File: config.mk
export PLATFORM = sky130hd
export DESIGN_NAME = block_buffer_cache_directory
export DESIGN_NICKNAME = d
export VERILOG_FILES = /design/src/rtl/bbcd_pkg.sv /design/src/rtl/block_buffer_cache_directory.sv /design/src/rtl/bbcd_ram.sv /design/src/rtl/bbcd_seq.sv
export SDC_FILE = /design/constraint.sdc
export NUM_CORES = 2
export LEC_CHECK = 0
export ABC_CLOCK_PERIOD_IN_PS = 14140
export BUFFER_PORTS_ARGS = -buffer_cell sky130_fd_sc_hd__buf_4
export CORE_ASPECT_RATIO = 1.2
export CORE_MARGIN = 3
export CORE_UTILIZATION = 50
export CTS_CLUSTER_DIAMETER = 80
export DETAILED_ROUTE_END_ITERATION = 8
export GPL_TIMING_DRIVEN = 1
export PLACE_DENSITY = 0.65
export SYNTH_ARGS = -nofsm -noshare
export SYNTH_HDL_FRONTEND = slang
export SYNTH_SLANG_ARGS = --single-unit
File: constraint.sdc
create_clock -name clock -period 14.14 [get_ports clock]
set_input_delay 0.707 -clock clock [delete_from_list [all_inputs] [get_ports clock]]
set_output_delay 0.707 -clock clock [all_outputs]
set_load 0.01 [all_outputs]
File: src/rtl/bbcd_pkg.sv
// ----------------------------------------------------------------------------
// bbcd_pkg
// Shared types and codes of the buffer cache directory: command, status and
// sequencer state codes, the request and response items, and one entry's layout.
// ----------------------------------------------------------------------------
`default_nettype none

package bbcd_pkg;

   // Command codes carried by a request item.
   typedef enum logic [1:0] {
      CMD_GET     = 2'd0,
      CMD_RELEASE = 2'd1,
      CMD_PIN     = 2'd2,
      CMD_UNPIN   = 2'd3
   } cmd_type;

   // Status codes returned with each response item.
   typedef enum logic [1:0] {
      STAT_DONE      = 2'd0,
      STAT_NO_FREE   = 2'd1,
      STAT_COUNT_ERR = 2'd2
   } status_type;

   // Sequencer states.
   typedef enum logic [1:0] {
      ST_IDLE  = 2'd0,
      ST_SCAN  = 2'd1,
      ST_WRITE = 2'd2,
      ST_EXAM  = 2'd3
   } seq_state_type;

   localparam int unsigned COUNT_W = 8;
   localparam logic [COUNT_W-1:0] COUNT_MAX = '1;

   // One request item.
   typedef struct packed {
      cmd_type     command;
      logic [7:0]  device_number;
      logic [31:0] block_number;
      logic [4:0]  entry_index;
      logic [31:0] time_now;
   } req_type;

   // One response item.
   typedef struct packed {
      status_type status;
      logic       hit;
      logic [4:0] found_entry;
      logic       need_read;
   } rsp_type;

   // One directory entry as it is stored in memory.
   typedef struct packed {
      logic               in_use;
      logic [7:0]         device;
      logic [31:0]        block;
      logic               data_valid;
      logic [COUNT_W-1:0] ref_count;
      logic [31:0]        stamp;
   } entry_type;

   localparam int unsigned ENTRY_W = $bits(entry_type);

endpackage

`default_nettype wire

File: src/rtl/block_buffer_cache_directory.sv
// ----------------------------------------------------------------------------
// block_buffer_cache_directory
// Directory of a disk-block buffer cache with least-recently-released
// replacement, held in one synchronous memory of ENTRIES entries.
// ----------------------------------------------------------------------------
// A get walks the whole directory memory, one entry per cycle through its
// single read port, and then writes the chosen entry back: busy stays high
// after the accept until that write-back is done. Release, pin and unpin read
// one entry and write it back unless its count would leave its range; one
// naming an entry beyond the directory never raises busy. Every item yields
// one result, shown for one cycle with rsp_strobe in the cycle after its work
// ends; that is the same cycle in which the next item may be started. The
// receiver cannot stall: it must take each result in the cycle it is strobed.
// State after reset is an empty directory and needs no clearing pass.
`default_nettype none

module block_buffer_cache_directory #(
   parameter int unsigned ENTRIES = 32
) (
   input  wire logic              clock,
   input  wire logic              reset,
   input  wire logic              start,
   output      logic              busy,
   input  wire bbcd_pkg::req_type req_data,
   output      logic              rsp_strobe,
   output      bbcd_pkg::rsp_type rsp_data
);

   import bbcd_pkg::*;

   localparam int unsigned IDX_W = $clog2(ENTRIES);

   logic               mem_we;
   logic [IDX_W-1:0]   mem_waddr;
   logic [ENTRY_W-1:0] mem_wdata;
   logic               mem_re;
   logic [IDX_W-1:0]   mem_raddr;
   logic [ENTRY_W-1:0] mem_rdata;

   // Command sequencer.
   bbcd_seq #(
      .ENTRIES (ENTRIES)
   ) u_seq (
      .clock      (clock),
      .reset      (reset),
      .start      (start),
      .busy       (busy),
      .req_data   (req_data),
      .rsp_strobe (rsp_strobe),
      .rsp_data   (rsp_data),
      .mem_we     (mem_we),
      .mem_waddr  (mem_waddr),
      .mem_wdata  (mem_wdata),
      .mem_re     (mem_re),
      .mem_raddr  (mem_raddr),
      .mem_rdata  (mem_rdata)
   );

   // Directory memory, one entry per word.
   bbcd_ram #(
      .WIDTH (ENTRY_W),
      .DEPTH (ENTRIES)
   ) u_dir_ram (
      .clock   (clock),
      .wr_en   (mem_we),
      .wr_addr (mem_waddr),
      .wr_data (mem_wdata),
      .rd_en   (mem_re),
      .rd_addr (mem_raddr),
      .rd_data (mem_rdata)
   );

endmodule

`default_nettype wire

File: src/rtl/bbcd_ram.sv
// ----------------------------------------------------------------------------
// bbcd_ram
// Generic single-port-write, single-port-read memory with a registered read.
// ----------------------------------------------------------------------------
`default_nettype none

module bbcd_ram #(
   parameter int unsigned WIDTH = 8,
   parameter int unsigned DEPTH = 32
) (
   input  wire logic                     clock,
   input  wire logic                     wr_en,
   input  wire logic [$clog2(DEPTH)-1:0] wr_addr,
   input  wire logic [WIDTH-1:0]         wr_data,
   input  wire logic                     rd_en,
   input  wire logic [$clog2(DEPTH)-1:0] rd_addr,
   output      logic [WIDTH-1:0]         rd_data
);

   logic [WIDTH-1:0] mem_ff [DEPTH];
   logic [WIDTH-1:0] rd_data_ff;

   // Write port.
   always_ff @(posedge clock) begin
      if (wr_en) begin
         mem_ff[wr_addr] <= wr_data;
      end
   end

   // Registered read port.
   always_ff @(posedge clock) begin
      if (rd_en) begin
         rd_data_ff <= mem_ff[rd_addr];
      end
   end

   assign rd_data = rd_data_ff;

endmodule

`default_nettype wire

File: src/rtl/bbcd_seq.sv
// ----------------------------------------------------------------------------
// bbcd_seq
// Command sequencer: scans the directory memory one entry per cycle for a get,
// or reads one named entry for release, pin and unpin, then writes back.
// ----------------------------------------------------------------------------
`default_nettype none

module bbcd_seq #(
   parameter int unsigned ENTRIES = 32
) (
   input  wire logic                       clock,
   input  wire logic                       reset,
   input  wire logic                       start,
   output      logic                       busy,
   input  wire bbcd_pkg::req_type          req_data,
   output      logic                       rsp_strobe,
   output      bbcd_pkg::rsp_type          rsp_data,
   output      logic                       mem_we,
   output      logic [$clog2(ENTRIES)-1:0] mem_waddr,
   output      logic [bbcd_pkg::ENTRY_W-1:0] mem_wdata,
   output      logic                       mem_re,
   output      logic [$clog2(ENTRIES)-1:0] mem_raddr,
   input  wire logic [bbcd_pkg::ENTRY_W-1:0] mem_rdata
);

   import bbcd_pkg::*;

   localparam int unsigned IDX_W = $clog2(ENTRIES);
   localparam logic [IDX_W-1:0] LAST_IDX = IDX_W'(ENTRIES - 1);

   seq_state_type    state_ff, state_in;
   logic [IDX_W-1:0] cnt_ff, cnt_in;
   req_type          req_ff, req_in;
   logic [ENTRIES-1:0] valid_ff, valid_in;
   logic             hit_found_ff, hit_found_in;
   logic [IDX_W-1:0] hit_idx_ff, hit_idx_in;
   entry_type        hit_rec_ff, hit_rec_in;
   logic             free_found_ff, free_found_in;
   logic [IDX_W-1:0] free_idx_ff, free_idx_in;
   logic [31:0]      free_stamp_ff, free_stamp_in;
   rsp_type          rsp_ff, rsp_in;
   logic             rsp_strobe_ff, rsp_strobe_in;

   entry_type rec;
   entry_type new_rec;
   logic      accept;
   logic      in_range;
   logic      tag_match;
   logic      free_better;

   // Entry currently on the read port; never-written entries read as zero.
   assign rec       = valid_ff[cnt_ff] ? entry_type'(mem_rdata) : '0;
   assign accept    = start && (state_ff == ST_IDLE);
   assign in_range  = 32'(req_data.entry_index) < ENTRIES;
   assign tag_match = rec.in_use && (rec.device == req_ff.device_number) &&
                      (rec.block == req_ff.block_number);
   assign free_better = (rec.ref_count == '0) &&
                        (!free_found_ff || (rec.stamp < free_stamp_ff));

   // State and control registers.
   always_ff @(posedge clock) begin
      if (reset) begin
         state_ff      <= ST_IDLE;
         valid_ff      <= '0;
         hit_found_ff  <= 1'b0;
         free_found_ff <= 1'b0;
         rsp_strobe_ff <= 1'b0;
      end else begin
         state_ff      <= state_in;
         valid_ff      <= valid_in;
         hit_found_ff  <= hit_found_in;
         free_found_ff <= free_found_in;
         rsp_strobe_ff <= rsp_strobe_in;
      end
   end

   // Payload registers.
   always_ff @(posedge clock) begin
      cnt_ff        <= cnt_in;
      req_ff        <= req_in;
      hit_idx_ff    <= hit_idx_in;
      hit_rec_ff    <= hit_rec_in;
      free_idx_ff   <= free_idx_in;
      free_stamp_ff <= free_stamp_in;
      rsp_ff        <= rsp_in;
   end

   // Next state, memory accesses and the response. Reads happen only on
   // accept and during the scan, writes only in the final state, so the
   // sequencer itself keeps accesses to one entry from overlapping.
   always_comb begin
      state_in      = state_ff;
      cnt_in        = cnt_ff;
      req_in        = req_ff;
      valid_in      = valid_ff;
      hit_found_in  = hit_found_ff;
      hit_idx_in    = hit_idx_ff;
      hit_rec_in    = hit_rec_ff;
      free_found_in = free_found_ff;
      free_idx_in   = free_idx_ff;
      free_stamp_in = free_stamp_ff;
      rsp_in        = rsp_ff;
      rsp_strobe_in = 1'b0;
      mem_we        = 1'b0;
      mem_waddr     = cnt_ff;
      mem_wdata     = '0;
      mem_re        = 1'b0;
      mem_raddr     = '0;
      new_rec       = rec;

      unique case (state_ff)
         ST_IDLE: begin
            if (accept) begin
               req_in        = req_data;
               hit_found_in  = 1'b0;
               free_found_in = 1'b0;
               if (req_data.command == CMD_GET) begin
                  mem_re   = 1'b1;
                  mem_raddr = '0;
                  cnt_in   = '0;
                  state_in = ST_SCAN;
               end else if (in_range) begin
                  mem_re    = 1'b1;
                  mem_raddr = IDX_W'(req_data.entry_index);
                  cnt_in    = IDX_W'(req_data.entry_index);
                  state_in  = ST_EXAM;
               end else begin
                  // Entry beyond the directory: ignored, reported as done.
                  rsp_in        = '{status: STAT_DONE, hit: 1'b0,
                                    found_entry: '0, need_read: 1'b0};
                  rsp_strobe_in = 1'b1;
               end
            end
         end

         ST_SCAN: begin
            // First tag match wins; the free pick keeps the oldest stamp.
            if (tag_match && !hit_found_ff) begin
               hit_found_in = 1'b1;
               hit_idx_in   = cnt_ff;
               hit_rec_in   = rec;
            end
            if (free_better) begin
               free_found_in = 1'b1;
               free_idx_in   = cnt_ff;
               free_stamp_in = rec.stamp;
            end
            if (cnt_ff == LAST_IDX) begin
               state_in = ST_WRITE;
            end else begin
               mem_re    = 1'b1;
               mem_raddr = cnt_ff + 1'b1;
               cnt_in    = cnt_ff + 1'b1;
            end
         end

         ST_WRITE: begin
            state_in      = ST_IDLE;
            rsp_strobe_in = 1'b1;
            if (hit_found_ff) begin
               new_rec            = hit_rec_ff;
               new_rec.ref_count  = hit_rec_ff.ref_count + 1'b1;
               new_rec.data_valid = 1'b1;
               mem_waddr          = hit_idx_ff;
               mem_wdata          = new_rec;
               if (hit_rec_ff.ref_count == COUNT_MAX) begin
                  rsp_in = '{status: STAT_COUNT_ERR, hit: 1'b1,
                             found_entry: 5'(hit_idx_ff), need_read: 1'b0};
               end else begin
                  mem_we               = 1'b1;
                  valid_in[hit_idx_ff] = 1'b1;
                  rsp_in = '{status: STAT_DONE, hit: 1'b1,
                             found_entry: 5'(hit_idx_ff),
                             need_read: !hit_rec_ff.data_valid};
               end
            end else if (free_found_ff) begin
               // Retag the chosen entry; its release stamp is kept.
               new_rec = '{in_use: 1'b1, device: req_ff.device_number,
                           block: req_ff.block_number, data_valid: 1'b1,
                           ref_count: COUNT_W'(1), stamp: free_stamp_ff};
               mem_we                = 1'b1;
               mem_waddr             = free_idx_ff;
               mem_wdata             = new_rec;
               valid_in[free_idx_ff] = 1'b1;
               rsp_in = '{status: STAT_DONE, hit: 1'b0,
                          found_entry: 5'(free_idx_ff), need_read: 1'b1};
            end else begin
               rsp_in = '{status: STAT_NO_FREE, hit: 1'b0,
                          found_entry: '0, need_read: 1'b0};
            end
         end

         ST_EXAM: begin
            state_in      = ST_IDLE;
            rsp_strobe_in = 1'b1;
            rsp_in        = '{status: STAT_DONE, hit: 1'b0,
                              found_entry: '0, need_read: 1'b0};
            if (req_ff.command == CMD_PIN) begin
               if (rec.ref_count == COUNT_MAX) begin
                  rsp_in.status = STAT_COUNT_ERR;
               end else begin
                  new_rec.ref_count = rec.ref_count + 1'b1;
                  mem_we            = 1'b1;
               end
            end else begin
               if (rec.ref_count == '0) begin
                  rsp_in.status = STAT_COUNT_ERR;
               end else begin
                  new_rec.ref_count = rec.ref_count - 1'b1;
                  // Only a release that drops the last reference stamps.
                  if ((req_ff.command == CMD_RELEASE) &&
                      (rec.ref_count == COUNT_W'(1))) begin
                     new_rec.stamp = req_ff.time_now;
                  end
                  mem_we = 1'b1;
               end
            end
            mem_wdata = new_rec;
            if (mem_we) begin
               valid_in[cnt_ff] = 1'b1;
            end
         end

         default: begin
            state_in = ST_IDLE;
         end
      endcase
   end

   assign busy       = (state_ff != ST_IDLE);
   assign rsp_strobe = rsp_strobe_ff;
   assign rsp_data   = rsp_ff;

   // A read and a write of the directory never share a cycle.
   a_no_rw_overlap: assert property (@(posedge clock) disable iff (reset)
      !(mem_we && mem_re))
      else $error("directory read and write in the same cycle");

   // The scan walks the entries one per cycle.
   a_scan_step: assert property (@(posedge clock) disable iff (reset)
      (state_ff == ST_SCAN && cnt_ff != LAST_IDX) |=>
         (state_ff == ST_SCAN && cnt_ff == $past(cnt_ff) + 1'b1))
      else $error("scan did not advance by one entry");

   // The last scanned entry leads to the write-back and then a response.
   a_scan_end: assert property (@(posedge clock) disable iff (reset)
      (state_ff == ST_SCAN && cnt_ff == LAST_IDX) |=>
         (state_ff == ST_WRITE) ##1 rsp_strobe)
      else $error("scan end not followed by write-back and response");

   // A hit is never reported together with a missing free entry.
   a_hit_status: assert property (@(posedge clock) disable iff (reset)
      (rsp_strobe && rsp_data.hit) |-> (rsp_data.status != STAT_NO_FREE))
      else $error("hit reported with no-free status");

endmodule

`default_nettype wire

; Yosys cells after proc, flatten, opt, wreduce, memory -nomap -nowiden
; Memory sizes are Yosys's and may differ from the RTL's. A register that Yosys moved wholly into a read port is not among the register bits.
; Index checks and enable logic that the tools add are counted.
[totals]
ramBits = 2624
memories = 1
out_inout_bits = 11
regBits = 249
[op_classes]
n_eq_ne = 19
order_cmp = 7
n_bitwise = 3
n_mux = 62
add_sub_neg = 4
reduce_logical = 28
[mem_list]
columns = name, depth, word_bits, read_ports, rd_ports_with_merged_regs, wr, line_no
row1 = u_dir_ram.mem_ff, 32, 82, 1, 1, 1, bbcd_ram.sv:20  ; logic [WIDTH-1:0] mem_ff [DEPTH];
[ops]
columns = op, n
row1 = 82-bit 2-to-1 mux, 3
row2 = 32-bit 2-to-1 mux, 6
row3 = 82-bit case mux with 2 select lines, 1
row4 = 32-bit bitwise OR, 3
row5 = 32-bit case mux with 2 select lines, 1
row6 = 40-bit 2-to-1 mux, 1
row7 = 5-bit 2-to-1 mux, 8
row8 = 32-bit == test, 1
row9 = 32-bit < comparator, 1
row10 = 8-bit 2-to-1 mux, 3
row11 = 5-bit case mux with 2 select lines, 2
row12 = 1-bit 2-to-1 mux, 19
row13 = "5-bit by 6-bit < comparator with 1-bit output, second input constant", 3
row14 = 9-bit 2-to-1 mux, 2
row15 = 9-bit case mux with 2 select lines, 1
row16 = "8-bit by 1-bit adder with 8-bit output, second input constant", 2
row17 = "8-bit == test, second input constant", 2
row18 = 1-bit demux with 5-bit select, 3
row19 = "5-bit by 1-bit greater-or-equal comparator with 1-bit output, second input constant", 3
row20 = 2-bit 2-to-1 mux, 6
row21 = "2-bit by 1-bit inequality test with 1-bit output, second input constant", 5
row22 = 1-bit logical AND, 9
row23 = 3-bit AND reduction, 3
row24 = "8-bit by 1-bit == test with 1-bit output, second input constant", 1
row25 = other kinds (20), 34

; Logic depth before layout (Yosys ltp)
[logic_depth]
ltp_word = 10
mapped_depth = 20
depth_no_buf = 15

; By module
; A second synthesis with hierarchy kept.
[unflattened]
hier_cells = 6075
hier_area_um2 = 115754.8
[modules_own_cells]
columns = mod, area_per_inst_um2, cells_each, n_inst
row1 = bbcd_ram, 102198.0, 4814, 1
row2 = bbcd_seq, 13556.8, 1261, 1

; Least setup slack after synthesis
; Ideal clock, no wire load.
[synth_timing]
path_kind = register to register
from = register u_seq.cnt_ff[0]
to = memory u_dir_ram.mem_ff[19][0] (netlist bit) (enable)
arrival_time_ns = 10.820
t_required_ns = 13.416
path_slack_ns = 2.597
path_buffers = 5
stages_incl_launch_ff = 20
cell_sequence = edfxtp_1 buf_4 buf_6 buf_6 mux2i_1 o32ai_1 nor3_1 o21ai_1 buf_2 nand2_1 inv_1 ha_1 nand4_1 nor2_1 a31oi_1 a21oi_2 o32ai_2 buf_6 nand3b_4 nor4_1
[synth_rtl]
columns = element, line_no
row1 = "start, declared", bbcd_seq.sv:32  ; logic [IDX_W-1:0] cnt_ff, cnt_in;
row2 = "start signal, assigned", bbcd_seq.sv:79  ; cnt_ff <= cnt_in;
row3 = "end, declared", bbcd_ram.sv:20

==> flow_metrics.py <==
metrics = {
    "sta": {
        "max_freq_mhz": 134,
        "report.final.hold_viol_count": 0,
        "min_period_ns": 7.49,
        "worst_slack_ns": 6.65,
        "final.setup.tns_ns": 0,
        "fin_skew_ns": 0.0480,
        "drv_slew": 0,
        "tightest_slew_ns": 1.40,
        "setup_viol": 0,
        "fin_crit_sh": 0.530,
        "whs_ns": 0.0406,
        "rsz0062_at_grt": "no",
        "slew_headroom": 0.0609,
    },
    "routing": {
        "ant_nets": 0,
        "drc_errors": 0,
        "wire_per_inst_um": 27.7,
        "via_count": 78100,
        "via_per_inst": 6.23,
        "wirelength_mm": 347,
        "drt_iter0_markers": 10300,
        "drt_first_pass_iters": 8,
    },
    "synth": {
        "syn_nets": 9256,
        "yosysSeqAreaShare": 0.741,
        "synthDistinctLibCells": 74,
        "syn_inst": 9134,
        "synthTopCellsByArea": "edfxtp_1, nand2_1, nand3_1",
        "synth.cell_area_sq_um": 119000,
        "yosys-top-cells-count": "edfxtp_1, nand2_1, nand3_1",
        "synth.avg_cell_area_sq_um": 13.1,
        "ys_warn_count": 0,
        "ys_seq_elements": 2955,
        "synth_top_area_cell": "edfxtp_1",
        "ys.flop_type": "edfxtp_1",
        "synth_most_common_cell": "edfxtp_1",
        "synth_top_area_frac": 0.735,
        "async_flop_share": 0,
        "synth_edf_count": 2918,
    },
    "grt": {
        "track_usage": 0.277,
        "antenna_found_initial": 6,
        "top_usage_layer": "met2",
        "met2_usage": 0.445,
        "grt_use_met1": 0.381,
        "grt_use_met3": 0.0422,
        "overflow": 0,
        "grt_pass1_vias": 74500,
        "grt_max_degree": 176,
        "grt_pass1_wl_mm": 506,
    },
    "clock_network": {
        "cts_tree": "done",
        "clock-sinks": 2955,
        "cts_buffers": 295,
        "postCtsSetupRepairBufs": 0,
        "ctsResizeCount": 0,
        "clockBufferDepth": 4,
        "cts_max_level": 5,
        "path_clk_slew_ns": 0.06,
        "clockRootBuffer": "clkbuf_16",
        "cts_hold_buf": 63,
        "clk_latency_ns": 0.87,
    },
    "place": {
        "routabilityCongestion": 0.849,
        "pre_cts_ws_ns": 6.69,
        "hpwlAfterDp_mm": 186,
        "post_dp_cell_area_sq_um": 124000,
        "placed_cells": 12000,
        "port_buffers": 92,
    },
    "flow_run": {
        "drv_cap": 0,
    },
    "power": {
        "powerDensity_nw_per_um2": 148,
        "leakage_nw": 46.2,
        "ir_worst_vdd_mv": 0.0851,
        "power_mw": 19.7,
    },
    "worst_setup_path": {
        "crit_required_ns": 14.60,
        "setup.worst_path.start_class": "flop",
        "cp_max_fo": 45,
        "crit_top_cell": "buf_4",
        "end_kind": "flop",
        "critical_path_class": "reg -> reg",
        "crit_chain": "buf_4, mux2i_1, o32ai_1, nor4_1, o21ai_4, buf_4, nand2_1, inv_1, ha_1, nand4_1, nor2_1, a31oi_1, a21oi_2, o32ai_4, buf_4, nand2_1, nor2_4, buf_4, buf_4",
        "cpMaxStageDelayCell": "buf_4",
        "cpPeakStageDelay_ns": 0.82,
        "cp.arrival_ns": 7.94,
    },
    "die": {
        "die_area_sq_um": 244000,
        "io-pin-count": 93,
        "start_util": 0.505,
        "rows": 195,
        "die_w_um": 452,
        "fp.dieH_um": 541,
        "fp.coreArea_sq_um": 236000,
    },
    "finish": {
        "multi_input_area_sq_um": 28500,
        "layout.nets": 9281,
        "finish.utilization": 0.565,
        "regArea_sq_um": 88400,
        "area_growth_pct": 11.8,
        "design_area_sq_um": 133000,
        "drive_gt1_frac": 0.0845,
        "stdcell_count": 12500,
        "n_fill_cell": 18900,
    },
    "run_status": {
        "status": "finished, final reports clean",
    },
    "hold_path": {
        "min-delay-path-class": "in -> reg",
    },
}
-- state kept, by name (all words and copies together) (netlist names) --
signal               flops
u_dir_ram.mem_ff      2624
u_seq.hit_found_ff       1
u_seq.valid_ff          32
u_seq.free_stamp_ff     32
u_seq.state_ff           2
u_seq.free_found_ff      1
u_dir_ram.rd_data       82
u_seq.rsp_data           9
u_seq.cnt_ff             5
u_seq.free_idx_ff        5
u_seq.rsp_strobe         1
u_seq.req_ff            74
u_seq.hit_idx_ff         5
u_seq.hit_rec_ff        82
-- layer usage --
metal  wire, um  part of all wire
met5         11          0.000032
met4      15500             0.045
met3      31800             0.092
met2     166000              0.48
met1     135000              0.39
-- layout by cell type, fill, tap and decap left out, types with 63 or more instances in the layout --
cell type / count
a211oi_1: 85
a21o_1: 97
a22oi_1: 70
a311oi_1: 410
a31oi_1: 168
and2_1: 64
and3_1: 253
buf_4: 293
clkbuf_16: 302
clkinv_1: 68
dlygate4sd3_1: 63
edfxtp_1: 2918
inv_1: 81
nand2_1: 2683
nand3_1: 1010
nor2_1: 88
-- logic make-up after synthesis --
family,synth area share
multiplexers,0.00424
AO/OA/AOI/OAI,0.0693
XOR/XNOR,0.00257
buffers and inverters,0.0252
flip-flops,0.741
adder cells (fa/ha/maj),0.00420
AND/OR/NAND/NOR,0.154
-- worst max-delay path: cells and delay by family (launching register included) --
kind	cells	cell delay, ns
adder cells (fa/ha/maj)	1	0.23
multiplexers	1	0.28
flip-flops	1	0.55
AO/OA/AOI/OAI	5	0.85
buffers and inverters	6	2.69
AND/OR/NAND/NOR	6	2.34
-- final timing paths --
| check | start | endpoint | slack [ns] | depth (start not counted) |
|---|---|---|---|---|
| max | u_seq.cnt_ff[0]$_DFFE_PP_ | u_dir_ram.mem_ff[30][12]$_DFFE_PP_ | 6.65 | 19 |
| min | req_data[77] | u_seq.req_ff[77]$_DFFE_PP_ | 0.04 | 1 |
| max reg2reg | u_seq.cnt_ff[0]$_DFFE_PP_ | u_dir_ram.mem_ff[30][12]$_DFFE_PP_ | 6.65 | 19 |
| min reg2reg | u_seq.valid_ff[23]$_SDFFE_PP0P_ | u_seq.valid_ff[23]$_SDFFE_PP0P_ | 0.47 | 2 |
-- layout make-up --
class,instances,share of cell area
Timing Repair Buffer,376,0.0241
Clock inverter,149,0.00911
Tap cell,3152,0.0296
Inverter,82,0.00233
Sequential cell,2955,0.663
Clock buffer,363,0.0584
Antenna cell,4,0.0000751
Multi-Input combinational cell,5449,0.214
-- where the power goes --
group	total [mW]	switching, mW	internal [mW]
registers	9.81	0.118	9.69
clock network	7.49	3.27	4.22
logic	2.40	1.70	0.701
Note: power is estimated with default switching activity, not from simulation.
